File: src/rtl/core/ufsw_pkg.sv
// shared types and constants for the stop-and-wait frame sender
// no dependencies; imported by the serialiser and the top level
package ufsw_pkg;

    // default width of the millisecond timers
    localparam int TIMER_BITS_DEF = 16;
    // width of the configuration registers as written on the port
    localparam int CFG_W_MAX = 16;

    // frame layout
    localparam logic [7:0] SYNC_BYTE = 8'hA5;
    localparam int FRAME_LEN = 21;
    localparam int SEQ_POS = 2;
    localparam int ID_POS = 3;
    localparam int BODY_POS = 4;
    localparam int SUM_POS = 20;

    // register indexes
    localparam logic REG_RESEND = 1'b0;
    localparam logic REG_MAX_WAIT = 1'b1;

    typedef enum logic [1:0] {
        OP_SEND = 2'd0,
        OP_ONCE = 2'd1,
        OP_TICK = 2'd2,
        OP_RX   = 2'd3
    } op_t;

    typedef enum logic [1:0] {
        KIND_BYTE    = 2'd0,
        KIND_OK      = 2'd1,
        KIND_TIMEOUT = 2'd2
    } kind_t;

    // what one input word leaves for the output side to emit
    typedef struct packed {
        logic             frame;
        logic             status;
        kind_t            status_kind;
        logic [7:0]       seq;
        logic [7:0]       id;
        logic [15:0][7:0] body;
        logic [7:0]       sum;
    } plan_t;

endpackage

File: src/rtl/core/ufsw_serializer.sv
// output side: holds one plan and emits its frame bytes and status word
// one word per cycle through a registered output while out_stall is low; uses ufsw_pkg
module ufsw_serializer
    import ufsw_pkg::*;
(
    input  logic       clk,
    input  logic       rst_n,
    input  plan_t      plan,
    input  logic       plan_load,
    output logic       plan_free,
    output logic       out_valid,
    input  logic       out_stall,
    output logic [1:0] out_kind,
    output logic [7:0] tx_byte,
    output logic       last
);

    localparam int IDX_W = $clog2(FRAME_LEN + 1);
    localparam logic [IDX_W-1:0] LAST_IDX = IDX_W'(FRAME_LEN - 1);
    localparam logic [IDX_W-1:0] FRAME_END = IDX_W'(FRAME_LEN);

    plan_t            plan_reg;
    logic             plan_valid_reg;
    logic [IDX_W-1:0] idx_reg;
    logic             out_valid_reg;
    kind_t            out_kind_reg;
    logic [7:0]       tx_byte_reg;
    logic             last_reg;

    logic             in_frame;
    logic [IDX_W-1:0] body_off;
    logic [7:0]       frame_byte;
    kind_t            cur_kind;
    logic [7:0]       cur_byte;
    logic             cur_last;
    logic             out_load;
    logic             plan_done;

    // pick the frame byte at the current position
    always_comb
    begin
        body_off = idx_reg - IDX_W'(BODY_POS);
        case (idx_reg)
            IDX_W'(0), IDX_W'(1): frame_byte = SYNC_BYTE;
            IDX_W'(SEQ_POS):      frame_byte = plan_reg.seq;
            IDX_W'(ID_POS):       frame_byte = plan_reg.id;
            IDX_W'(SUM_POS):      frame_byte = plan_reg.sum;
            default:              frame_byte = plan_reg.body[body_off[3:0]];
        endcase
    end

    // frame bytes first, then the status word if there is one
    always_comb
    begin
        in_frame = plan_reg.frame && (idx_reg < FRAME_END);
        cur_kind = in_frame ? KIND_BYTE : plan_reg.status_kind;
        cur_byte = in_frame ? frame_byte : 8'd0;
        cur_last = in_frame ? ((idx_reg == LAST_IDX) && !plan_reg.status) : 1'b1;
    end

    assign out_load  = plan_valid_reg && (!out_valid_reg || !out_stall);
    assign plan_done = out_load && cur_last;
    assign plan_free = !plan_valid_reg || plan_done;

    // control state
    always_ff @(posedge clk or negedge rst_n)
    begin
        if (!rst_n)
        begin
            plan_valid_reg <= 1'b0;
            idx_reg        <= '0;
            out_valid_reg  <= 1'b0;
        end
        else
        begin
            if (plan_load)
            begin
                plan_valid_reg <= 1'b1;
                idx_reg        <= '0;
            end
            else if (out_load)
            begin
                if (cur_last)
                begin
                    plan_valid_reg <= 1'b0;
                    idx_reg        <= '0;
                end
                else
                begin
                    idx_reg <= idx_reg + 1'b1;
                end
            end

            if (out_load)
            begin
                out_valid_reg <= 1'b1;
            end
            else if (!out_stall)
            begin
                out_valid_reg <= 1'b0;
            end
        end
    end

    // payload
    always_ff @(posedge clk)
    begin
        if (plan_load)
        begin
            plan_reg <= plan;
        end
        if (out_load)
        begin
            out_kind_reg <= cur_kind;
            tx_byte_reg  <= cur_byte;
            last_reg     <= cur_last;
        end
    end

    assign out_valid = out_valid_reg;
    assign out_kind  = out_kind_reg;
    assign tx_byte   = tx_byte_reg;
    assign last      = last_reg;

    // a new plan only lands in a free slot
    a_load_free: assert property (@(posedge clk) disable iff (!rst_n)
        plan_load |-> plan_free)
        else $error("plan loaded while the previous one is still open");

    // finishing a plan leaves the slot full only if another was loaded
    a_done_slot: assert property (@(posedge clk) disable iff (!rst_n)
        plan_done |=> (plan_valid_reg == $past(plan_load)))
        else $error("plan slot wrong after the final word");

    // a status-only plan never advances the byte position
    a_status_idx: assert property (@(posedge clk) disable iff (!rst_n)
        (plan_valid_reg && !plan_reg.frame) |-> (idx_reg == '0))
        else $error("byte position moved on a plan without a frame");

endmodule

File: src/rtl/core/uart_frame_stop_and_wait_sender.sv
// top level of the stop-and-wait command frame sender
// input register, command evaluation and transaction state; uses ufsw_pkg, ufsw_serializer
//
// Each accepted command word is registered, evaluated against the transaction
// state and handed to the output serialiser, which emits one result word per
// cycle while out_stall is low: a frame is 21 words (A5 A5, sequence, id,
// sixteen little-endian command bytes, sum of bytes 2 to 19), 22 when a success
// status follows, and a status alone is one word. The first result word passes
// the input, plan and output registers in turn. The serialiser holds one plan,
// so a command waits in the input register until the final word of the previous
// plan is loaded for output; ticks and received bytes that cause no result pass
// through at one per cycle while no frame is being emitted.
// Registers resend_interval and max_wait are written through wr_en/wr_index/
// wr_data and count in tick commands, held to the lesser of TIMER_BITS and
// CFG_W_MAX bits; the elapsed counters saturate at TIMER_BITS+1 bits.
module uart_frame_stop_and_wait_sender
    import ufsw_pkg::*;
#(
    parameter int TIMER_BITS = TIMER_BITS_DEF
)
(
    input  logic                 clk,
    input  logic                 rst_n,
    // command channel
    input  logic                 in_valid,
    output logic                 in_stall,
    input  logic [1:0]           op,
    input  logic [7:0]           dev_id,
    input  logic [31:0]          cmd_word0,
    input  logic [31:0]          cmd_word1,
    input  logic [31:0]          cmd_word2,
    input  logic [31:0]          cmd_word3,
    input  logic [7:0]           rx_byte,
    // result channel
    output logic                 out_valid,
    input  logic                 out_stall,
    output logic [1:0]           out_kind,
    output logic [7:0]           tx_byte,
    output logic                 last,
    // configuration
    input  logic                 wr_en,
    input  logic                 wr_index,
    input  logic [CFG_W_MAX-1:0] wr_data
);

    localparam int CFG_W = (TIMER_BITS < CFG_W_MAX) ? TIMER_BITS : CFG_W_MAX;
    localparam int CNT_W = TIMER_BITS + 1;

    // configuration registers
    logic [CFG_W-1:0] resend_reg;
    logic [CFG_W-1:0] max_wait_reg;

    // input register
    logic             in_vld_reg;
    logic [1:0]       op_reg;
    logic [7:0]       id_reg;
    logic [15:0][7:0] body_reg;
    logic [7:0]       rx_reg;

    // transaction state
    logic [7:0]       seq_reg, seq_next;
    logic             busy_reg, busy_next;
    logic [CNT_W-1:0] since_start_reg, since_start_next;
    logic [CNT_W-1:0] since_send_reg, since_send_next;
    logic [7:0]       last_rx_reg, last_rx_next;
    logic [7:0]       held_id_reg, held_id_next;
    logic [15:0][7:0] held_body_reg, held_body_next;

    // evaluation
    op_t              op_q;
    logic [CNT_W-1:0] start_inc;
    logic [CNT_W-1:0] send_inc;
    logic             do_frame;
    logic             timed_out;
    logic             succeeded;
    logic [7:0]       f_id;
    logic [15:0][7:0] f_body;
    plan_t            plan;
    logic             has_results;
    logic             advance;
    logic             plan_load;
    logic             plan_free;

    // wrapping sum of sequence, id and body bytes, as a short tree
    function automatic logic [7:0] frame_sum(input logic [7:0] seq,
                                             input logic [7:0] id,
                                             input logic [15:0][7:0] body);
        logic [3:0][7:0] word_sum;
        for (int k = 0; k < 4; k++)
        begin
            word_sum[k] = (body[4*k] + body[4*k+1]) + (body[4*k+2] + body[4*k+3]);
        end
        return ((word_sum[0] + word_sum[1]) + (word_sum[2] + word_sum[3])) + (seq + id);
    endfunction

    // configuration writes
    always_ff @(posedge clk or negedge rst_n)
    begin
        if (!rst_n)
        begin
            resend_reg   <= CFG_W'(100);
            max_wait_reg <= CFG_W'(1000);
        end
        else if (wr_en)
        begin
            case (wr_index)
                REG_RESEND:   resend_reg   <= wr_data[CFG_W-1:0];
                REG_MAX_WAIT: max_wait_reg <= wr_data[CFG_W-1:0];
                default:      ;
            endcase
        end
    end

    // input register handshake
    assign in_stall = in_vld_reg && !plan_free;
    assign advance  = in_vld_reg && plan_free;

    always_ff @(posedge clk or negedge rst_n)
    begin
        if (!rst_n)
        begin
            in_vld_reg <= 1'b0;
        end
        else if (in_valid && !in_stall)
        begin
            in_vld_reg <= 1'b1;
        end
        else if (advance)
        begin
            in_vld_reg <= 1'b0;
        end
    end

    always_ff @(posedge clk)
    begin
        if (in_valid && !in_stall)
        begin
            op_reg   <= op;
            id_reg   <= dev_id;
            body_reg <= {cmd_word3, cmd_word2, cmd_word1, cmd_word0};
            rx_reg   <= rx_byte;
        end
    end

    // saturating tick counts
    assign start_inc = (since_start_reg == '1) ? since_start_reg : since_start_reg + 1'b1;
    assign send_inc  = (since_send_reg == '1) ? since_send_reg : since_send_reg + 1'b1;

    // command evaluation against the transaction state
    always_comb
    begin
        op_q             = op_t'(op_reg);
        busy_next        = busy_reg;
        since_start_next = since_start_reg;
        since_send_next  = since_send_reg;
        last_rx_next     = last_rx_reg;
        held_id_next     = held_id_reg;
        held_body_next   = held_body_reg;
        do_frame         = 1'b0;
        timed_out        = 1'b0;
        f_id             = id_reg;
        f_body           = body_reg;

        case (op_q)
            OP_SEND:
            begin
                held_id_next     = id_reg;
                held_body_next   = body_reg;
                busy_next        = 1'b1;
                since_start_next = '0;
                since_send_next  = '0;
                do_frame         = 1'b1;
            end
            OP_ONCE:
            begin
                do_frame = 1'b1;
            end
            OP_TICK:
            begin
                if (busy_reg)
                begin
                    since_start_next = start_inc;
                    since_send_next  = send_inc;
                    if (start_inc > CNT_W'(max_wait_reg))
                    begin
                        busy_next = 1'b0;
                        timed_out = 1'b1;
                    end
                    else if (send_inc > CNT_W'(resend_reg))
                    begin
                        do_frame        = 1'b1;
                        f_id            = held_id_reg;
                        f_body          = held_body_reg;
                        since_send_next = '0;
                    end
                end
            end
            OP_RX:
            begin
                last_rx_next = rx_reg;
            end
            default: ;
        endcase

        seq_next = do_frame ? seq_reg + 8'd1 : seq_reg;

        // acknowledgement check closes the step
        succeeded = busy_next && (last_rx_next == seq_next);
        if (succeeded)
        begin
            busy_next = 1'b0;
        end

        plan.frame       = do_frame;
        plan.status      = timed_out || succeeded;
        plan.status_kind = timed_out ? KIND_TIMEOUT : KIND_OK;
        plan.seq         = seq_next;
        plan.id          = f_id;
        plan.body        = f_body;
        plan.sum         = frame_sum(seq_next, f_id, f_body);
        has_results      = do_frame || timed_out || succeeded;
    end

    assign plan_load = advance && has_results;

    // transaction state
    always_ff @(posedge clk or negedge rst_n)
    begin
        if (!rst_n)
        begin
            seq_reg         <= '0;
            busy_reg        <= 1'b0;
            since_start_reg <= '0;
            since_send_reg  <= '0;
            last_rx_reg     <= '0;
            held_id_reg     <= '0;
            held_body_reg   <= '0;
        end
        else if (advance)
        begin
            seq_reg         <= seq_next;
            busy_reg        <= busy_next;
            since_start_reg <= since_start_next;
            since_send_reg  <= since_send_next;
            last_rx_reg     <= last_rx_next;
            held_id_reg     <= held_id_next;
            held_body_reg   <= held_body_next;
        end
    end

    // output serialiser
    ufsw_serializer u_serializer (
        .clk       (clk),
        .rst_n     (rst_n),
        .plan      (plan),
        .plan_load (plan_load),
        .plan_free (plan_free),
        .out_valid (out_valid),
        .out_stall (out_stall),
        .out_kind  (out_kind),
        .tx_byte   (tx_byte),
        .last      (last)
    );

    // a timeout always closes the transaction
    a_timeout_idle: assert property (@(posedge clk) disable iff (!rst_n)
        (advance && timed_out) |=> !busy_reg)
        else $error("transaction still open after a timeout");

endmodule
File: config.mk
export PLATFORM = sky130hd
export DESIGN_NAME = uart_frame_stop_and_wait_sender
export DESIGN_NICKNAME = d
export VERILOG_FILES = /design/src/rtl/core/ufsw_pkg.sv /design/src/rtl/core/ufsw_serializer.sv /design/src/rtl/core/uart_frame_stop_and_wait_sender.sv
export SDC_FILE = /design/constraint.sdc
export NUM_CORES = 1
export LEC_CHECK = 0
export BUFFER_PORTS_ARGS = -buffer_cell sky130_fd_sc_hd__buf_2
export CELL_PAD_IN_SITES_DETAIL_PLACEMENT = 0
export CELL_PAD_IN_SITES_GLOBAL_PLACEMENT = 1
export CORE_UTILIZATION = 43
export CTS_CLUSTER_DIAMETER = 120
export CTS_CLUSTER_SIZE = 10
export DETAILED_ROUTE_END_ITERATION = 7
export GPL_TIMING_DRIVEN = 0
export PLACE_DENSITY_LB_ADDON = 0.1
export SLEW_MARGIN = 20
export SYNTH_ARGS = -nofsm -noshare
export SYNTH_HDL_FRONTEND = slang
export SYNTH_HIERARCHICAL = 1
export SYNTH_SLANG_ARGS = --single-unit
File: constraint.sdc
create_clock -name clk -period 23.4 [get_ports clk]
set_input_delay 1.17 -clock clk [delete_from_list [all_inputs] [get_ports clk]]
set_output_delay 1.17 -clock clk [all_outputs]
set_load 0.02 [all_outputs]
==> metrics.txt, run 1 <==
Post-synth EDFFs between 300 and 400; hold_ws roughly 0.46 ns; I/O pin total between 150 and 200; Worst Clk Skew 0.0280 ns; Leak roughly 0.014 uW; standard-cell rows 90; Yosys warning total 6; vias in the first global route ~17000; initial drt markers about 1100; Hold Buf Count CTS 0; Sw Share approximately two fifths; Critical Path Start Type flop; Clk pin slew, worst setup/hold paths around 0.06 ns; Clock Latency Late Sink 0.64 ns; DR pass1 iterations 7; Root Driver clkbuf_16; synthesized area 26600 um^2; internal power between 3000 and 4000 uW; GRT Total Usage 21.7%; Area Growth Syn to Fin 14.7%; drt drc 0; Reg power frac between 20% and 30%; Slew headroom around a quarter; cell area power density roughly 180 nW/um^2; Max Clk Rate slightly above 0.09 GHz; flip-flop count of the largest register after layout 156; Synth Register Bits 540; total global routing overflow 0; routed vias/inst roughly 5.1; setup_tns 0 ns; CTS tree yes; Hold Crit Class reg2reg; Net Count, Synth roughly 2500; first-pass GRT wire length ~100000 um; Clock Power Share between 10% and 20%; Crit-path slowest cell fa_1; pin count of the biggest net entering global routing 83; CP endpoint kind flop; crit-path max FO 11; pins over their slew limit 0; Hold Vio Cnt, Final 0; Max-cap violations 0; Tmin final between 10 and 15 ns; Final GP Congestion roughly 0.85; via count roughly 17000; ANT nets after route 0; status finished, final reports clean; Cell variety after synth between 80 and 90; CP top delay family adder cells; Initial Util 43.8%; Sw Pwr roughly 2100 uW; DP Wirelength 49800 um; Syn Area/Cell ~12 um^2; die area 62800 um^2; most common cell after layout, fill and taps aside nand2_1; power share of the combinational group between 50% and 60%; CTS sink count 540; final worst-path cycle share between 40% and 50%; die span in x between 200 and 300 um; unrepaired setup endpoints after global routing false; Worst EP arrival between 10 and 15 ns; Die Span Y approximately 250 um; total CTS buffers just under 60; CP Buf/Inv Count 10; share of cells above drive strength 1 approximately a fifth; most used cell along the critical path fa_1; Wirelength per Cell around 20 um; core area 60700 um^2; Max VDD drop ~0.43 mV; slowest stage delay, CP 0.59 ns; final wirelength between 60000 and 70000 um; clk buf depth 3; Cells after Synth 2167; CTS HTree Levels 2; sequential element share of the synthesized area a little under three fifths; Final nets ~2700; CP Data Required Time 23.77 ns; post-CTS sizing 0; final setup fails 0; top_reg_cell synth edfxtp_1; WS Path Type reg2reg; antenna violations before repair 3; Pwr Total around 5300 uW; worst-margin pin slew about 1.1 ns; postcts setup bufs 0; port bufs 180; most frequent cells in the layout nand2_1, edfxtp_1, dfrtp_1; ys async rst share between 40% and 50%
-- worst reg2reg max path, delay by kind of cell (launching register included) --
family	cells	cell delay, ns
adders and majority gates	9	4.12
buffers and inverters	10	1.79
AOI/OAI and AO/OA	8	1.57
and+or+nand+nor	9	1.35
xor gates and xnor gates	5	0.87
muxes	1	0.45
DFF	1	0.42
-- kinds of logic (layout without fill, tap and decap cells) --
group	Yosys count	count (layout)	synth area share, %
DFF	540	540	56.8
xor gates and xnor gates	104	104	3.56
other	0	1	0
buffers and inverters	287	593	4.38
AOI/OAI and AO/OA	155	155	4.02
and+or+nand+nor	725	725	11.5
adders and majority gates	154	154	10.0
muxes	202	202	9.68
-- cells in the mapped netlist (all sizes together) (2+ instances only) --
cell type,count,share of area (%)
nand4,12,0.31
a211o,5,0.16
mux2,111,4.7
mux2i,59,2.2
or2,2,0.047
edfxtp,313,35
a221o,4,0.15
and3,17,0.40
o21bai,2,0.056
mux4,32,2.7
a21o,5,0.14
nor2b,2,0.047
o31ai,13,0.37
clkbuf,51,0.73
nand2b,11,0.26
a32oi,4,0.13
o211ai,3,0.17
and4,6,0.21
nor3b,3,0.085
a31o,2,0.066
xnor2,78,2.6
fa,99,7.5
nor4,3,0.13
nand3,32,0.60
and2,10,0.24
dfstp,9,0.89
a221oi,8,0.31
ha,55,2.6
nor3,16,0.36
a211oi,2,0.056
xor2,25,0.85
nor2,41,0.65
nand2,564,8.0
o21ai,49,0.92
a21oi,30,0.56
a22o,9,0.30
dfrtp,218,21
buf,38,0.86
inv,197,2.8
a31oi,5,0.12
-- per-stage QoR --
stage / area, um^2 / setup slack [ns] / util [%] / instances
detailed placement: 28800 / 12.51 / 47.4 / 3146
CTS: 30500 / 12.48 / 50.2 / 3255
floorplan: 26600 / 6.58 / - / 2167
finish: 30500 / 12.58 / 50.2 / 3256
global route: 30500 / 12.00 / 50.2 / 3255
global placement: 28500 / 0.387 / 46.9 / 3129
-- power by group through the flow --
stage,Sequential [uW],Clock [uW],Combinational [uW]
floorplan,1560,0,2240
global placement,1600,0,2910
detailed placement,1560,0,3000
CTS,1540,880,3020
global route,1570,912,3370
finish,1540,851,2950
-- path summary, 6_finish.rpt --
path | from | to | slack [ns] | depth (start not counted)
worst max register to register | since_send_reg[0] | u_serializer/plan_reg[7] | 12.58 | 42
worst max-delay path | since_send_reg[0] | u_serializer/plan_reg[7] | 12.58 | 42
min in group asynchronous | rst_n | resend_reg[8] | 0.50 | 1
max in group asynchronous | rst_n | held_body_reg[118] | 22.02 | 2
worst min register to register | body_reg[51] | held_body_reg[51] | 0.46 | 2
worst min-delay path | body_reg[51] | held_body_reg[51] | 0.46 | 2
-- layout make-up --
class,instances,area (um^2)
diodes,1,2.50
well taps,782,978
multi-input cells,1340,10300
fillers,5417,30200
clock buffers,106,1650
plain buffers,89,420
inverters,198,743
flip-flops and latches,540,15100
clock inverters,3,55.1
repair buffers,197,1190
-- layer usage --
| layer | vias up | wire, um | global-route usage [%] |
|---|---|---|---|
| met5 | - | 0 | 0 |
| met4 | 0 | 1550 | 6.13 |
| met3 | 80 | 2970 | 3.21 |
| met2 | 363 | 31800 | 35.2 |
| met1 | 8236 | 30000 | 30.2 |
| li1 | 7845 | - | - |
No activity file was read; power rests on OpenSTA's default activity.
==> run 2: changes to the inputs <==
--- a/config.mk
+++ b/config.mk
@@ -5,6 +5,7 @@
 export SDC_FILE = /design/constraint.sdc
 export NUM_CORES = 1
 export LEC_CHECK = 0
+export ABC_AREA = 1
 export BUFFER_PORTS_ARGS = -buffer_cell sky130_fd_sc_hd__buf_2
 export CELL_PAD_IN_SITES_DETAIL_PLACEMENT = 0
 export CELL_PAD_IN_SITES_GLOBAL_PLACEMENT = 1
==> constraint.sdc (replaced) <==
create_clock -name clk -period 8.9 [get_ports clk]
set_input_delay 0.445 -clock clk [delete_from_list [all_inputs] [get_ports clk]]
set_output_delay 0.445 -clock clk [all_outputs]
set_load 0.02 [all_outputs]
==> metrics.txt, run 2 <==
most numerous cell in the Yosys netlist nand2_1; initial drt markers approximately 1500; Hold Vio Cnt, Final 0; die area between 60000 and 70000 um^2; top_reg_cell synth edfxtp_1; worst reg2reg path depth 55; area share of the largest cell type after synthesis approximately a third; Clock Latency Late Sink 0.63 ns; Root Driver clkbuf_16; standard-cell rows a little over 90; Final nets roughly 3600; final setup fails 2; Syn Area/Cell 9.71 um^2; I/O pin total roughly 180; CTS sink count 540; hold_ws between 0.02 and 0.03 ns; Initial Util between 40% and 50%; ANT nets after route 0; Crit-path slowest cell fa_1; slowest stage delay, CP between 0.5 and 0.6 ns; clk buf depth 3; most used cell along the critical path inv_2; vias in the first global route 21084; worst-margin pin slew just over 1 ns; CP endpoint kind flop; CP Data Required Time between 9 and 10 ns; Wirelength per Cell between 15 and 20 um; port bufs 180; Critical Path Start Type flop; Cells after Synth about 2800; WS Path Type reg2reg; Max Clk Rate 0.107 GHz; Final GP Congestion between 0.8 and 0.9; share of cells above drive strength 1 17.7%; Worst EP arrival slightly below 10 ns; ys async rst share 42.0%; unrepaired setup endpoints after global routing true; Post-synth EDFFs 313; crit-path max FO 6; antenna violations before repair 1; total CTS buffers 59; final wirelength between 80000 and 90000 um; final worst slack -0.476 ns; reg-to-reg endpoint u_serializer/plan_reg[7]; pin count of the biggest net entering global routing 84; DP Wirelength ~60000 um; status finished, violations left; Cell variety after synth 60; Placed Cells between 3000 and 4000; CP top delay family adder cells; die span in x between 200 and 300 um; # fillers 5770; final worst-path cycle share 105%; Clk pin slew, worst setup/hold paths roughly 0.06 ns; r2r startpoint since_start_reg[1]; total global routing overflow 0; top area cells in the synthesized netlist edfxtp_1, dfrtp_1, nand2_1; flip-flop count of the largest register after layout about 160; Die Span Y 255 um; Synth Register Bits 540; most common cell after layout, fill and taps aside nand2_1; top cells by count, synth nand2_1, inv_1, edfxtp_1, o21ai_0, dfrtp_1; pins over their slew limit 0; Critical Path Start since_start_reg[1]; most frequent cells in the layout nand2_1, inv_1, edfxtp_1; GRT Total Usage between 20% and 30%; Hold Crit Class in2reg; crit path to u_serializer/plan_reg[7]; Slew headroom between 30% and 40%; DR pass1 iterations 6; failing checks negative setup slack; CTS tree yes; Sequential Area approximately 15000 um^2; sequential element share of the synthesized area between 50% and 60%; Max-cap violations 0; Net Count, Synth 3146; fin cells around 4200; Yosys warning total 6; CP Buf/Inv Count 18; Synth area leader edfxtp_1; synthesized area 27400 um^2; Worst Clk Skew 0.0283 ns; drt drc 0; critical path depth 55; first-pass GRT wire length 125000 um; CTS HTree Levels 2; area of the multi-input gates between 10000 and 15000 um^2; Register-to-Register Setup Slack -0.48 ns; Area Growth Syn to Fin 25.6%; Tmin final about 9.4 ns; via count 20755; core area around 63000 um^2; routed vias/inst between 4 and 5
[run 2: cell count changes after synthesis, sizes merged, moves of 15 or more]
| cell | change |
|---|---|
| and3 | -15 |
| o21ai | +203 |
| xor2 | +16 |
| nand4 | +17 |
| xnor2 | -72 |
| nand2 | +48 |
| nor2 | +154 |
| inv | +356 |
| mux4 | -32 |
| nand3 | +103 |
| mux2 | -110 |
| mux2i | -51 |
| a21oi | +87 |
[run 2: worst min-delay path by stage]
stage                  startpoint            endpoint  depth (start not counted)
4_1_cts             cmd_word1[14]        body_reg[46]                          1
3_5_place_dp   held_body_reg[115]  held_body_reg[115]                          2
6_report            cmd_word1[14]        body_reg[46]                          1
3_3_place_gp   held_body_reg[115]  held_body_reg[115]                          2
2_1_floorplan               rst_n            busy_reg                          0
5_1_grt             cmd_word1[14]        body_reg[46]                          1
[run 2: final cells by class]
class,instances,share of cell area [%]
flip-flops and latches,540,43.8
clock inverters,1,0.0254
repair buffers,398,9.39
multi-input cells,1626,30.5
well taps,846,3.07
plain buffers,104,2.33
diodes,1,0.00726
clock buffers,109,4.83
inverters,553,6.04
[run 2: kinds of logic after synthesis]
| logic type | after synthesis | share of synthesized area [%] |
|---|---|---|
| compound gates | 409 | 7.88 |
| xor+xnor | 48 | 1.80 |
| fa+ha+maj | 154 | 9.74 |
| buf+inv | 658 | 9.57 |
| flops | 540 | 55.0 |
| mux | 9 | 0.333 |
| simple gates | 1006 | 15.7 |
[run 2: timing repair]
action / in CTS / in global routing
gates resized for setup: 221 / 43
setup buffers: 44 / 13
hold buffers: 145 / 0
endpoints found under the hold margin: 217 / 0
pin swaps: 70 / 54
cloned: 3 / 0
setup endpoints to repair: 6 / 3
[run 2: per-stage QoR]
| stage | instance area [um^2] | TNS, ns | setup slack [ns] | utilization [%] |
|---|---|---|---|---|
| finish | 34400 | -0.675 | -0.476 | 54.6 |
| global route | 34400 | -1.47 | -0.933 | 54.6 |
| CTS | 34200 | -0.376 | -0.375 | 54.2 |
| detailed placement | 29800 | -4.15 | -1.81 | 47.3 |
| global placement | 29500 | -465.37 | -2.89 | 46.7 |
| floorplan | 27500 | 0 | 0.0115 | - |
[run 2: layer usage]
layer / part of all wire, % / GRT usage, % / vias to the layer above
met2: 46 / 41.4 / 573
met5: 0 / 0 / -
met3: 6.1 / 4.42 / 136
met4: 3.6 / 9.36 / 0
li1: - / - / 9914
met1: 44 / 36.1 / 10132
Power of run 2 is not shown: default switching activity piles up to over one toggle a cycle in this logic, so the estimate is an artifact.
==> run 3: changes to the inputs <==
--- a/config.mk
+++ b/config.mk
@@ -10,6 +10,7 @@
 export CELL_PAD_IN_SITES_DETAIL_PLACEMENT = 0
 export CELL_PAD_IN_SITES_GLOBAL_PLACEMENT = 1
 export CORE_UTILIZATION = 43
+export CTS_BUF_LIST = sky130_fd_sc_hd__clkbuf_4 sky130_fd_sc_hd__clkbuf_8 sky130_fd_sc_hd__clkbuf_16
 export CTS_CLUSTER_DIAMETER = 120
 export CTS_CLUSTER_SIZE = 10
 export DETAILED_ROUTE_END_ITERATION = 7
==> metrics.txt, run 3 (synthesis results as in run 2) <==
Initial Util about 43%; GR Util met2 about two fifths; worst-margin pin slew 1.04 ns; DP Wirelength roughly 60000 um; Slew headroom between 30% and 40%; crit-path max FO 6; GR Layer Usage met1 between 30% and 40%; Worst EP arrival 9.63 ns; Util after Layout a little under three fifths; initial drt markers about 1500; failing checks negative setup slack; Tmin final just over 9 ns; slowest stage delay, CP approximately 0.58 ns; Clock Latency Late Sink between 0.6 and 0.7 ns; Hold Crit Class in2reg; Die Span Y 255 um; unrepaired setup endpoints after global routing true; ANT nets after route 0; Clk pin slew, worst setup/hold paths 0.06 ns; Root Driver clkbuf_16; port bufs 180; flip-flop count of the largest register after layout roughly 160; area of the multi-input gates approximately 11000 um^2; CP endpoint kind flop; fin cells between 4000 and 5000; Final nets around 3600; final wirelength between 80000 and 90000 um; I/O pin total about 180; # fillers roughly 5700; die span in x about 250 um; first-pass GRT wire length around 120000 um; CP Data Required Time 9.25 ns; CTS tree yes; Max-cap violations 0; standard-cell rows 92; Sequential Area 15100 um^2; DR pass1 iterations 7; drt drc 0; most frequent cells in the layout nand2_1, inv_1, edfxtp_1; clk buf depth 3; WS Path Type reg2reg; GRT Total Usage about a quarter; Max Clk Rate around 0.11 GHz; die area ~65000 um^2; antenna violations before repair 1; most used cell along the critical path buf_6; via count about 21000; Final GP Congestion a little under 0.9; antenna cell count 0; total global routing overflow 0; pin count of the biggest net entering global routing 84; most common cell after layout, fill and taps aside nand2_1; Register-to-Register Setup Slack -0.38 ns; final setup fails 2; final worst-path cycle share 104%; Wirelength per Cell just under 20 um; Crit-path slowest cell fa_2; CTS HTree Levels 2; met3 usage around 4.2%; Critical Path Start Type flop; vias in the first global route 21111; Placed Cells between 3000 and 4000; share of cells above drive strength 1 19.4%; Hold Vio Cnt, Final 0; status finished, violations left; busiest layer in global routing met2; final worst slack -0.382 ns; total CTS buffers between 50 and 60; Worst Clk Skew about 0.031 ns; Area Growth Syn to Fin 26.7%; routed vias/inst approximately 5.0; core area around 63000 um^2; CTS sink count 540; pins over their slew limit 0
[run 3: worst max-delay path: cells and delay by family (launching register included)]
kind	cells	cell delay, ns
flops	1	0.41
buf+inv	25	2.46
simple gates	18	1.69
xor+xnor	2	0.35
fa+ha+maj	9	3.75
compound gates	2	0.28
[run 3: final cells by class]
| cell class | instances | share of cell area, % |
|---|---|---|
| flip-flops and latches | 540 | 43.4 |
| multi-input cells | 1626 | 30.2 |
| repair buffers | 406 | 9.59 |
| inverters | 553 | 5.99 |
| clock buffers | 109 | 5.33 |
| well taps | 846 | 3.05 |
| plain buffers | 105 | 2.36 |
| clock inverters | 1 | 0.0252 |
[run 3: final timing paths]
check                           cells past startpoint                        to          startpoint
worst max register to register                     56  u_serializer/plan_reg[5]  since_start_reg[1]
worst min register to register                      2            last_rx_reg[7]      last_rx_reg[7]
worst max-delay path                               56  u_serializer/plan_reg[5]  since_start_reg[1]
max in group asynchronous                           4            held_id_reg[7]               rst_n
worst min-delay path                                1              body_reg[46]       cmd_word1[14]
min in group asynchronous                           2         held_body_reg[50]               rst_n
[run 3: stage by stage]
step / TNS [ns] / hold slack, ns / cell area [um^2] / setup WS [ns]
floorplan: 0 / 0.149 / 27500 / 0.0115
global placement: -465.37 / 0.461 / 29500 / -2.89
detailed placement: -4.15 / 0.468 / 29800 / -1.81
CTS: -0.797 / 0.00309 / 34500 / -0.404
global route: -1.64 / 0.0158 / 34800 / -0.838
finish: -0.719 / 0.0326 / 34800 / -0.382
[run 3: timing repair]
item / in CTS / in global routing
hold buffers: 145 / 0
resized for setup: 241 / 44
endpoints found under the hold margin: 217 / 0
pin swaps: 78 / 46
cloned: 2 / 0
endpoints found under the setup margin: 6 / 3
buffers inserted: 57 / 14
[run 3: per-layer routing]
layer / wire length, um / part of all wire, %
met5: 0 / 0
met4: 2810 / 3.4
met3: 4780 / 5.8
met2: 38400 / 46
met1: 36700 / 44
Power of run 3 is left out for the same reason.
